File: src/irt_pkg.sv
package irt_pkg;

  // Table size; the index and counter widths follow from it, the comparison width in part.
  localparam int CAPACITY = 32;
  localparam int IDX_W    = (CAPACITY > 1) ? $clog2(CAPACITY) : 1;
  localparam int CNT_W    = $clog2(CAPACITY + 1);

  // Fixed field widths of the stream words.
  localparam int ACTION_W   = 2;
  localparam int SLOT_W     = 6;
  localparam int ID_W       = 32;
  localparam int HEARD_W    = 16;
  localparam int PAYLOAD_W  = 64;
  localparam int STATUS_W   = 3;
  localparam int OUT_SLOT_W = 5;
  localparam int OUT_CNT_W  = 6;

  localparam int CMP_W      = (CNT_W > SLOT_W) ? CNT_W : SLOT_W;
  localparam int IN_BITS    = SLOT_W + ID_W + HEARD_W + PAYLOAD_W;
  localparam int IN_DATA_W  = ((IN_BITS + 7) / 8) * 8;
  localparam int OUT_BITS   = STATUS_W + 2 * OUT_SLOT_W + OUT_CNT_W;
  localparam int OUT_DATA_W = ((OUT_BITS + 7) / 8) * 8;

  typedef enum logic [ACTION_W-1:0] {
    ACT_INSERT = 2'd0,
    ACT_APPEND = 2'd1,
    ACT_REMOVE = 2'd2,
    ACT_FIND   = 2'd3
  } action_t;

  typedef enum logic [STATUS_W-1:0] {
    ST_OK       = 3'd0,
    ST_BEYOND   = 3'd1,
    ST_GAP      = 3'd2,
    ST_EMPTY    = 3'd3,
    ST_NOTFOUND = 3'd4
  } status_t;

  typedef struct packed {
    logic [ID_W-1:0]      id;
    logic [HEARD_W-1:0]   heard;
    logic [PAYLOAD_W-1:0] payload;
  } entry_t;

  typedef struct packed {
    action_t           action;
    logic [SLOT_W-1:0] slot;
    entry_t            entry;
  } request_t;

  // Controller to datapath.
  typedef struct packed {
    logic load;   // capture the incoming request
    logic exec;   // apply insert, latch the outcome, restart the scan
    logic scan;   // walk the occupied slots
    logic emit;   // load the result register
  } dp_cmd_t;

  // Datapath to controller.
  typedef struct packed {
    logic scan_done;
    logic out_free;
  } dp_stat_t;

  // Slot numbers leave the block masked or zero-extended to the result field.
  function automatic logic [OUT_SLOT_W-1:0] to_out_slot(input logic [IDX_W-1:0] v);
    logic [IDX_W+OUT_SLOT_W-1:0] w;
    w = {{OUT_SLOT_W{1'b0}}, v};
    return w[OUT_SLOT_W-1:0];
  endfunction

  function automatic logic [OUT_CNT_W-1:0] to_out_count(input logic [CNT_W-1:0] v);
    logic [CNT_W+OUT_CNT_W-1:0] w;
    w = {{OUT_CNT_W{1'b0}}, v};
    return w[OUT_CNT_W-1:0];
  endfunction

endpackage

File: src/irt_ctrl.sv
module irt_ctrl import irt_pkg::*; (
  input  logic     clk,
  input  logic     rst,
  input  logic     in_valid,
  output logic     in_ready,
  input  dp_stat_t stat,
  output dp_cmd_t  cmd
);

  typedef enum logic [3:0] {
    S_IDLE = 4'b0001,
    S_EXEC = 4'b0010,
    S_SCAN = 4'b0100,
    S_DONE = 4'b1000
  } state_t;

  state_t state, state_next;

  always_ff @(posedge clk) begin
    if (rst) begin
      state <= S_IDLE;
    end else begin
      state <= state_next;
    end
  end

  always_comb begin
    state_next = state;
    cmd        = '0;
    in_ready   = 1'b0;
    unique case (state)
      S_IDLE: begin
        in_ready = 1'b1;
        if (in_valid) begin
          cmd.load   = 1'b1;
          state_next = S_EXEC;
        end
      end
      S_EXEC: begin
        cmd.exec   = 1'b1;
        state_next = S_SCAN;
      end
      S_SCAN: begin
        cmd.scan = 1'b1;
        // The last read is folded in during the cycle that sees the end.
        if (stat.scan_done) begin
          state_next = S_DONE;
        end
      end
      S_DONE: begin
        if (stat.out_free) begin
          cmd.emit   = 1'b1;
          state_next = S_IDLE;
        end
      end
      default: begin
        state_next = S_IDLE;
      end
    endcase
  end

endmodule

File: src/irt_datapath.sv
module irt_datapath import irt_pkg::*; (
  input  logic                  clk,
  input  logic                  rst,
  input  dp_cmd_t               cmd,
  output dp_stat_t              stat,
  input  request_t              req_in,
  input  logic                  out_ready,
  output logic                  out_valid,
  output logic [OUT_DATA_W-1:0] out_data
);

  request_t             req;
  logic [CNT_W-1:0]     count;
  logic [CNT_W-1:0]     count_after;
  logic [CNT_W-1:0]     scan_ptr;
  entry_t               mem [CAPACITY];
  entry_t               rd_data;
  logic                 rd_en;
  logic                 rd_valid;
  logic [IDX_W-1:0]     rd_idx;
  logic                 wr_en;
  logic [IDX_W-1:0]     wr_addr;
  entry_t               wr_data;
  logic [CMP_W-1:0]     tgt;
  logic [CMP_W-1:0]     count_ext;
  logic [CMP_W-1:0]     slot_ext;
  logic [CMP_W-1:0]     k_ext;
  logic                 err;
  status_t              err_code;
  logic                 do_write;
  logic                 rm_ok;
  logic                 err_q;
  status_t              err_code_q;
  logic                 rm_q;
  logic                 is_find;
  logic                 skip;
  logic                 shift;
  logic [IDX_W-1:0]     new_idx;
  logic                 have_min;
  logic [HEARD_W-1:0]   best_heard;
  logic [IDX_W-1:0]     min_slot;
  logic                 found_hit;
  logic [IDX_W-1:0]     found_slot;
  status_t              status;

  always_ff @(posedge clk) begin
    if (cmd.load) begin
      req <= req_in;
    end
  end

  assign count_ext = CMP_W'(count);
  assign slot_ext  = CMP_W'(req.slot);
  assign tgt       = (req.action == ACT_APPEND) ? count_ext : slot_ext;
  assign is_find   = (req.action == ACT_FIND);

  always_comb begin
    err      = 1'b0;
    err_code = ST_OK;
    do_write = 1'b0;
    rm_ok    = 1'b0;
    unique case (req.action) inside
      ACT_INSERT, ACT_APPEND: begin
        if (tgt >= CMP_W'(CAPACITY)) begin
          err      = 1'b1;
          err_code = ST_BEYOND;
        end else if (tgt > count_ext) begin
          err      = 1'b1;
          err_code = ST_GAP;
        end else begin
          do_write = 1'b1;
        end
      end
      ACT_REMOVE: begin
        if (slot_ext >= count_ext) begin
          err      = 1'b1;
          err_code = ST_EMPTY;
        end else begin
          rm_ok = 1'b1;
        end
      end
      ACT_FIND: begin
      end
      default: begin
      end
    endcase
  end

  // The outcome is frozen here: an append changes the count it was judged on.
  always_ff @(posedge clk) begin
    if (cmd.exec) begin
      err_q      <= err;
      err_code_q <= err_code;
      rm_q       <= rm_ok;
    end
  end

  always_ff @(posedge clk) begin
    if (rst) begin
      count <= '0;
    end else if (cmd.exec && do_write && (tgt == count_ext)) begin
      count <= count + CNT_W'(1);
    end else if (cmd.emit && rm_q) begin
      count <= count - CNT_W'(1);
    end
  end

  assign stat.scan_done = (scan_ptr >= count);
  assign rd_en          = cmd.scan && !stat.scan_done;

  always_ff @(posedge clk) begin
    if (cmd.exec) begin
      scan_ptr <= '0;
    end else if (rd_en) begin
      scan_ptr <= scan_ptr + CNT_W'(1);
    end
  end

  always_ff @(posedge clk) begin
    if (rst) begin
      rd_valid <= 1'b0;
    end else begin
      rd_valid <= rd_en;
    end
  end

  always_ff @(posedge clk) begin
    rd_idx <= scan_ptr[IDX_W-1:0];
  end

  // Removal walks the old table: the removed slot is skipped and every later
  // entry is written one slot lower as it goes past.
  assign k_ext   = CMP_W'(rd_idx);
  assign skip    = rm_q && (k_ext == slot_ext);
  assign shift   = rm_q && (k_ext > slot_ext);
  assign new_idx = shift ? (rd_idx - IDX_W'(1)) : rd_idx;

  assign wr_en   = (cmd.exec && do_write) || (rd_valid && shift);
  assign wr_addr = cmd.exec ? tgt[IDX_W-1:0] : new_idx;
  assign wr_data = cmd.exec ? req.entry : rd_data;

  always_ff @(posedge clk) begin
    if (wr_en) begin
      mem[wr_addr] <= wr_data;
    end
    if (rd_en) begin
      rd_data <= mem[scan_ptr[IDX_W-1:0]];
    end
  end

  always_ff @(posedge clk) begin
    if (cmd.exec) begin
      have_min   <= 1'b0;
      min_slot   <= '0;
      found_hit  <= 1'b0;
      found_slot <= '0;
    end else if (rd_valid) begin
      if (!skip && (!have_min || (rd_data.heard < best_heard))) begin
        have_min   <= 1'b1;
        best_heard <= rd_data.heard;
        min_slot   <= new_idx;
      end
      if (is_find && !found_hit && (rd_data.id == req.entry.id)) begin
        found_hit  <= 1'b1;
        found_slot <= rd_idx;
      end
    end
  end

  always_comb begin
    if (err_q) begin
      status = err_code_q;
    end else if (is_find && !found_hit) begin
      status = ST_NOTFOUND;
    end else begin
      status = ST_OK;
    end
  end

  assign count_after   = rm_q ? (count - CNT_W'(1)) : count;
  assign stat.out_free = !out_valid || out_ready;

  always_ff @(posedge clk) begin
    if (rst) begin
      out_valid <= 1'b0;
    end else if (cmd.emit) begin
      out_valid <= 1'b1;
    end else if (out_ready) begin
      out_valid <= 1'b0;
    end
  end

  always_ff @(posedge clk) begin
    if (cmd.emit) begin
      out_data <= OUT_DATA_W'({to_out_count(count_after), to_out_slot(min_slot),
                               to_out_slot(found_slot), status});
    end
  end

endmodule

File: src/indexed_record_table.sv
// Channel   Dir  Word                                              Accepted when
// s_        in   tuser: action; tdata: slot, id, heard, payload    s_tvalid && s_tready
// m_        out  tdata: status, found slot, least-heard slot, count m_tvalid && m_tready
//
// Every word passes through accept, execute, scan and result load; the scan walks
// the occupied slots, whose number is the count after an insert and before a
// remove. The scan reads one table entry per cycle through the single read port
// of the record memory.
// Reset clears the count, the control state and the read and output valid flags;
// the record memory is never cleared, as only slots below the count are ever read.
// A new word is taken while an earlier result waits in the output register;
// the block then holds its finished result until that register is free.
module indexed_record_table import irt_pkg::*; (
  input  logic                  clk,
  input  logic                  rst,
  input  logic                  s_tvalid,
  output logic                  s_tready,
  // From bit 0: slot_index[5:0], record_id[31:0], record_heard[15:0],
  // record_payload[63:0], zero fill.
  input  logic [IN_DATA_W-1:0]  s_tdata,
  // From bit 0: action[1:0].
  input  logic [ACTION_W-1:0]   s_tuser,
  output logic                  m_tvalid,
  input  logic                  m_tready,
  // From bit 0: status[2:0], found_slot[4:0], least_heard_slot[4:0],
  // entry_count[5:0], zero fill.
  output logic [OUT_DATA_W-1:0] m_tdata
);

  request_t req_in;
  dp_cmd_t  cmd;
  dp_stat_t stat;

  // Unpack the incoming word into the request record.
  assign req_in.action        = action_t'(s_tuser);
  assign req_in.slot          = s_tdata[SLOT_W-1:0];
  assign req_in.entry.id      = s_tdata[SLOT_W +: ID_W];
  assign req_in.entry.heard   = s_tdata[SLOT_W + ID_W +: HEARD_W];
  assign req_in.entry.payload = s_tdata[SLOT_W + ID_W + HEARD_W +: PAYLOAD_W];

  // The controller sequences accept, execute, scan and result load.
  irt_ctrl u_ctrl (
    .clk      (clk),
    .rst      (rst),
    .in_valid (s_tvalid),
    .in_ready (s_tready),
    .stat     (stat),
    .cmd      (cmd)
  );

  // The datapath holds the record memory, the count, the scan pipeline
  // with its minimum and match trackers, and the output register.
  irt_datapath u_dp (
    .clk       (clk),
    .rst       (rst),
    .cmd       (cmd),
    .stat      (stat),
    .req_in    (req_in),
    .out_ready (m_tready),
    .out_valid (m_tvalid),
    .out_data  (m_tdata)
  );

`ifndef NO_ASSERTIONS
  // A word is never followed by another in the very next cycle.
  a_no_back_to_back: assert property (@(posedge clk) disable iff (rst)
    (s_tvalid && s_tready) |=> !s_tready)
    else $error("input taken again straight after a word");

  // A result is only loaded into a free output register.
  a_emit_free: assert property (@(posedge clk) disable iff (rst)
    cmd.emit |-> (!m_tvalid || m_tready))
    else $error("result loaded over one still waiting");

  // Loading a result returns the controller to accepting input.
  a_emit_then_ready: assert property (@(posedge clk) disable iff (rst)
    cmd.emit |=> (s_tready && m_tvalid))
    else $error("controller not idle after a result");

  // The scan only runs between an accepted word and its result.
  a_scan_after_accept: assert property (@(posedge clk) disable iff (rst)
    cmd.scan |-> !s_tready)
    else $error("scan running while input is open");
`endif

endmodule

File: config.mk
export PLATFORM = sky130hd
export DESIGN_NAME = indexed_record_table
export DESIGN_NICKNAME = d
export VERILOG_FILES = /design/src/irt_pkg.sv /design/src/irt_ctrl.sv /design/src/irt_datapath.sv /design/src/indexed_record_table.sv
export SDC_FILE = /design/constraint.sdc
export NUM_CORES = 2
export LEC_CHECK = 0
export BUFFER_PORTS_ARGS = -buffer_cell sky130_fd_sc_hd__buf_2
export CORE_UTILIZATION = 50
export DETAILED_ROUTE_END_ITERATION = 10
export PLACE_DENSITY = 0.8
export SYNTH_ARGS = -nofsm -noshare
export SYNTH_HDL_FRONTEND = slang
export SYNTH_SLANG_ARGS = --single-unit
File: constraint.sdc
create_clock -name clk -period 5.11 [get_ports clk]
set_input_delay 1.022 -clock clk [delete_from_list [all_inputs] [get_ports clk]]
set_output_delay 1.022 -clock clk [all_outputs]
set_load 0.01 [all_outputs]
# Word level (Yosys, flattened, before mapping)
# Memory sizes are Yosys's and may differ from the RTL's. A register that Yosys moved wholly into a read port is not among the register bits.
# Index checks and enable logic that the tools add are counted.
classes:
  n_addsub: 4
  order_cmp: 6
  eq_ne: 13
  n_mux: 36
  n_bitwise: 1
  reduce_logical: 26
op_table:
  columns: ["operator", "n"]
  rows:
  - ["112-bit two-way mux", 1]
  - ["32-bit == test", 1]
  - ["6-bit two-way mux", 4]
  - ["1-bit two-way mux", 18]
  - ["16-bit less-than comparator", 1]
  - ["4-bit one-hot mux with 4 select lines", 1]
  - ["6-bit by 1-bit adder with 6-bit output (second input constant)", 2]
  - ["6-bit >= comparator", 2]
  - ["4-bit two-way mux", 3]
  - ["1-bit logical AND", 10]
  - ["5-bit two-way mux", 2]
  - ["3-bit two-way mux", 3]
  - ["5-bit by 6-bit == test with 1-bit output", 1]
  - ["6-bit == test", 1]
  - ["6-bit >= comparator (second input constant)", 1]
  - ["5-bit by 6-bit > comparator with 1-bit output", 1]
  - ["6-bit > comparator", 1]
  - ["3-bit one-hot mux with 2 select lines", 1]
  - ["3-bit AND reduction", 2]
  - ["6-bit by 1-bit subtractor with 6-bit output (second input constant)", 1]
  - ["1-bit logical NOT", 5]
  - ["5-bit by 1-bit subtractor with 5-bit output (second input constant)", 1]
  - ["2-bit == test (second input constant)", 2]
  - ["4-bit by 1-bit == test with 1-bit output (second input constant)", 1]
  - ["14 further kinds", 20]
word_totals:
  register_bits: 195
  ramBits: 3584
  out_inout_bits: 26
  memories: 1
mem_list:
  columns: ["name", "depth", "word_bits", "rd", "rd_clocked_by_memory_dff", "write_ports", "line", "source"]
  rows:
  - ["u_dp.mem", 32, 112, 1, 1, 1, "irt_datapath.sv:16", "entry_t mem [CAPACITY];"]

# Longest topological paths before layout
depth:
  depth_word: 10
  mapped_depth: 13
  mapped_depth_nobuf: 11

# Cells and area by module
# Synthesis repeated with hierarchy kept, for this count alone.
hier_totals:
  cells_unflattened: 2866
  area_unflattened_um2: 66671.4
by_module_without_submodules:
  columns: ["module", "n_inst", "cells_each", "area_per_inst_um2"]
  rows:
  - ["irt_datapath", 1, 2837, 66404.9]
  - ["irt_ctrl", 1, 29, 266.5]

# Least setup slack after synthesis
# Ideal clock, no wire load.
synth_path:
  path_kind: "reg2reg"
  start: "reg u_dp.req[119] (netlist name)"
  end: "mem u_dp.mem[23][100] (netlist name) (enable)"
  setup_time_ps: 459
  arrival_ps: 4692
  required_ps: 4651
  path_slack_ps: -40
  path_stages_with_launch: 12
  path_buffers: 1
  synth_period_minus_slack_ps: 5150
  path_cell_list: "edfxtp_1 nand2b_1 clkbuf_1 mux2i_1 inv_1 ha_1 a211oi_1 nor2_1 nor3_1 a221o_4 o2111ai_4 nor2b_1"
synth_between:
  elab_chain_len: 10
  elab_cells_between_ends: 14
synth_lines:
  columns: ["item", "line", "source"]
  rows:
  - ["start, declared", "irt_datapath.sv:12", "request_t req;"]
  - ["start signal, assigned", "irt_datapath.sv:48", "req <= req_in;"]
  - ["2-bit by 1-bit == test with 1-bit output", "irt_datapath.sv:54", "assign tgt = (req.action == ACT_APPEND) ? count_ext : slot_ext;"]
  - ["6-bit two-way mux", "irt_datapath.sv:54", null]
  - ["6-bit > comparator", "irt_datapath.sv:67", "end else if (tgt > count_ext) begin"]
  - ["1-bit two-way mux", "irt_datapath.sv:67", null]
  - ["1-bit two-way mux", "irt_datapath.sv:64", "if (tgt >= CMP_W'(CAPACITY)) begin"]
  - ["1-bit two-way mux", "irt_datapath.sv:62", "unique case (req.action) inside"]
  - ["1-bit logical AND", "irt_datapath.sv:138", "assign wr_en = (cmd.exec && do_write) || (rd_valid && shift);"]
  - ["1-bit logical OR", "irt_datapath.sv:138", null]
  - ["1-bit two-way mux", "irt_datapath.sv:143", "if (wr_en) begin"]
  - ["1-bit two-way mux (not written as such)", "irt_datapath.sv:144", "mem[wr_addr] <= wr_data;"]
  - ["end, declared", "irt_datapath.sv:16", null]
# Several ways; a longest one is shown, not always the timed one.

# Worst setup path after layout
layout_path:
  start: "reg u_dp.rd_idx[3]"
  end: "mem u_dp.mem[6][71] (netlist name) (enable)"
layout_between:
  elab_chain_len: 6
  elab_cells_between_ends: 9
layout_lines:
  columns: ["item", "line", "source"]
  rows:
  - ["start, declared", "irt_datapath.sv:20", "logic [IDX_W-1:0] rd_idx;"]
  - ["start signal, assigned", "irt_datapath.sv:128", "rd_idx <= scan_ptr[IDX_W-1:0];"]
  - ["5-bit by 6-bit > comparator with 1-bit output", "irt_datapath.sv:135", "assign shift = rm_q && (k_ext > slot_ext);"]
  - ["1-bit logical AND", "irt_datapath.sv:135", null]
  - ["1-bit logical AND", "irt_datapath.sv:138", null]
  - ["1-bit logical OR", "irt_datapath.sv:138", null]
  - ["1-bit two-way mux", "irt_datapath.sv:143", null]
  - ["1-bit two-way mux (not written as such)", "irt_datapath.sv:144", null]
# Several ways; a longest one is shown, not always the timed one.

==> results.cfg <==
[run_status]
status = completed

[global_routing]
antenna_found_initial = 1
grt_max_degree = 115
track_usage = 0.246
grt_pass1_wl_mm = 236
grt_pass1_vias = 33700
grt-ovfl-total = 0

[clock_tree]
path_clk_slew_ns = 0.06
tritoncts = built
cts_resized = 0
cts_buffer_depth = 3
postCtsHoldBufs = 0
clockRootBuffer = clkbuf_16
post_cts_buffers = 0
numCtsBuffers = 162
cts_sinks = 1714
insertion_delay_ns = 0.80
htreeDepth = 4

[sta]
rsz0062_at_grt = false
setup_viol = 0
fmax_mhz = 232
max_slew_margin = 0.226
drv_slew = 0
finalWorstPathRequiredPeriod_ns = 4.31
min_period_over_period = 0.844
final-hold-violation-count = 0
finalSetupTns_ns = 0
skew_ns = 0.0399
worstMarginPinSlew_ns = 1.16

[routing]
num_vias = 32600
wl_met1_mm = 59.0
firstDrtPassIters = 6
met2_length_mm = 82.4
wl_per_cell_um = 32.6
dr.max_layer_used = met4
drc = 0
routed-wl-met3_mm = 16.4
via_per_inst = 6.46
wl_mm = 164
initialDrtViolationCount = 4836
detail-route-antenna-nets = 0

[layout]
regArea_sq_um = 51100
fillers = 9095
utilization = 0.568
layout-drive-gt1-share = 0.297
nets = 3329
antenna_cells = 0
area_delta_synth_final_pct = 12.3
multi_input_area_sq_um = 14900

[critical_path]
cp_slowest_cell = o221ai_2
cp-startpoint = u_dp.rd_idx[3]
path_class = register to register
r2r_slack_ns = 0.80
cpPeakStageDelay_ns = 0.95
startpoint_type = register
cp_num_buf_inv = 1
rr_startpoint = u_dp.rd_idx[3]
timing.rr.end = u_dp.mem[6][71]
crit_chain = ha_1, nand3_1, o21bai_1, a21oi_1, o21bai_1, o221ai_2, nor2_4, buf_4
critPathMaxFanout = 17
r2r.worst_path.cells = 8
cp_top_family = compound AO/OA/AOI/OAI gates
critPathRequiredTime_ns = 5.62
crit_arrival_ns = 4.83
crit_path_frequent_cell = o21bai_1
end_kind = register

[yosys]
synth.distinct_cells = 61
synth_edf_count = 1679
netlist_top_cells_area = edfxtp_1 (76%), mux4_2 (16%), dfxtp_1 (1.1%), nand2_1 (0.95%), mux2_2 (0.84%)
synth_seq_cells = 1714
synth-main-ff-cell = edfxtp_1
ys_seq_area_frac = 0.767
synthesis.area_sq_um = 66600
netlist.area_leader.share = 0.757
synth.avg_cell_area_sq_um = 22.5
synth_cells = 2964
yosys.area.top_type = edfxtp_1
async_flop_share = 0
synth_warnings = 0

[placed_design]
dpl.hpwl_mm = 83.5
port_buffers = 80
routabilityCongestion = 0.820

[pwr]
pwr_density_cell_nw_per_um2 = 378
p_leak_nw = 23.0
peakVddDrop_uv = 337

[floorplanning]
core_sq_um = 132000
start_util = 0.506
ios = 152
die_area_sq_um = 135000
die_x_um = 367
fp.dieH_um = 367
rows = 133

[min_path]
holdCritPathClass = primary input to register
min-delay-start = s_tdata[0]
hold_path_depth = 1
hold_end = u_dp.slot_ext[0]

[job]
max-cap-violations = 0
-- registers in the layout, summed over array words and instances, names as in the netlist, 2 cells and up --
register and flops:
u_ctrl.state 4, u_dp.best_heard 16, u_dp.count 6, u_dp.err_code_q 2, u_dp.found_slot 5, u_dp.mem 1536, u_dp.min_slot 5, u_dp.out_data 19
u_dp.rd_data 48, u_dp.rd_idx 5, u_dp.req 50, u_dp.scan_ptr 6, u_dp.slot_ext 6
-- worst max path at each step --
stage | slack, ns | to | depth (start not counted)
3_3_place_gp | 0.96 | u_dp.mem[17][89] | 12
5_1_grt | 0.65 | u_dp.mem[11][92] | 12
2_1_floorplan | 0.006 | u_dp.mem[5][100] | 11
4_1_cts | 0.95 | u_dp.mem[11][90] | 12
3_5_place_dp | 0.97 | u_dp.mem[17][89] | 12
6_report | 0.80 | u_dp.mem[6][71] | 8
-- metal layers --
| metal | vias up | GRT usage |
|---|---|---|
| met4 | 0 | 0.103 |
| met2 | 2302 | 0.408 |
| met3 | 396 | 0.0497 |
| met1 | 17100 | 0.317 |
| met5 | - | 0 |
| li1 | 12800 | - |
-- metrics by stage --
stage          power [W]  hold WS [ns]  instance area, sq um  std cells  setup slack, ns
5_1_grt           0.0290         0.393                 74800       5046            0.646
3_3_place_gp      0.0170         0.416                 69900       4752            0.962
4_1_cts           0.0284         0.368                 74800       5046            0.949
2_1_floorplan     0.0167         0.352                 66700       2968          0.00555
3_5_place_dp      0.0171         0.428                 69900       4752            0.967
6_report          0.0283         0.413                 74800       5046            0.796
-- area by class of cell --
class,count,area share
multi-input cells,1066,0.200
well taps,1755,0.0294
repair buffers,175,0.0189
clock buffers,211,0.0592
flip-flops and latches,1714,0.684
clock inverters,83,0.00712
inverters,42,0.00214
-- where the power goes --
group / total, W / switching (W) / internal [W] / leakage, nW
clock network: 0.0115 / 0.00512 / 0.00636 / 2.45
logic: 0.00122 / 0.000663 / 0.000553 / 5.13
registers: 0.0156 / 0.000101 / 0.0155 / 15.4
total: 0.0283 / 0.00588 / 0.0224 / 23.0
-- cells by family after synthesis --
| kind of cell | count (synthesis) | share of synthesized area |
|---|---|---|
| compound gates | 90 | 0.0102 |
| xor+xnor | 49 | 0.00644 |
| fa+ha+maj | 42 | 0.00789 |
| buf+inv | 188 | 0.0127 |
| flops | 1714 | 0.767 |
| mux | 543 | 0.173 |
| other cells | 1 | 0.0000563 |
| simple gates | 337 | 0.0229 |
-- placed cells by master, fill, tap and decap left out, types with 5 or more instances in the layout --
master | synthesis | final
nor4_1 | 14 | 14
edfxtp_1 | 1679 | 1679
xor2_1 | 35 | 35
mux2_2 | 50 | 50
nand3_1 | 17 | 17
inv_6 | 0 | 9
clkbuf_1 | 69 | 40
a21oi_1 | 26 | 26
clkinv_1 | 0 | 38
nor2_4 | 0 | 28
clkinv_2 | 0 | 30
xnor2_1 | 14 | 14
ha_1 | 42 | 42
a211oi_1 | 6 | 6
clkbuf_16 | 0 | 171
buf_12 | 0 | 24
and2_1 | 7 | 6
nand2_1 | 169 | 169
o31ai_1 | 7 | 7
nor2_1 | 66 | 37
o21ai_0 | 12 | 12
bufinv_16 | 0 | 5
buf_2 | 19 | 80
mux4_2 | 480 | 480
mux2i_1 | 13 | 13
dfxtp_1 | 35 | 30
buf_4 | 26 | 71
nor3_1 | 16 | 16
nand2b_1 | 8 | 8
dfxtp_4 | 0 | 5
nor2b_1 | 13 | 9
nand4_1 | 7 | 7
a31oi_1 | 5 | 5
inv_1 | 41 | 41
conb_1 | 1 | 5
-- Yosys cell counts (4+ instances only) --
library cell,number
a211oi_1,6
a21o_1,4
a21oi_1,26
a221oi_1,4
a31oi_1,5
and2_1,7
buf_1,29
buf_2,19
buf_4,26
clkbuf_1,69
dfxtp_1,35
edfxtp_1,1679
ha_1,42
inv_1,41
mux2_2,50
mux2i_1,13
mux4_2,480
nand2_1,169
nand2b_1,8
nand3_1,17
nand4_1,7
nor2_1,66
nor2b_1,13
nor3_1,16
nor4_1,14
nor4b_1,4
o21ai_0,12
o31ai_1,7
xnor2_1,14
xor2_1,35
-- worst reg2reg max path, stage by stage, from the launching register on --
cell and delay, ns:
dfxtp_1 0.77, ha_1 0.27, nand3_1 0.15, o21bai_1 0.28, a21oi_1 0.76, o21bai_1 0.34
o221ai_2 0.95, nor2_4 0.23, buf_4 0.30
(Power assumes the default switching activity.)
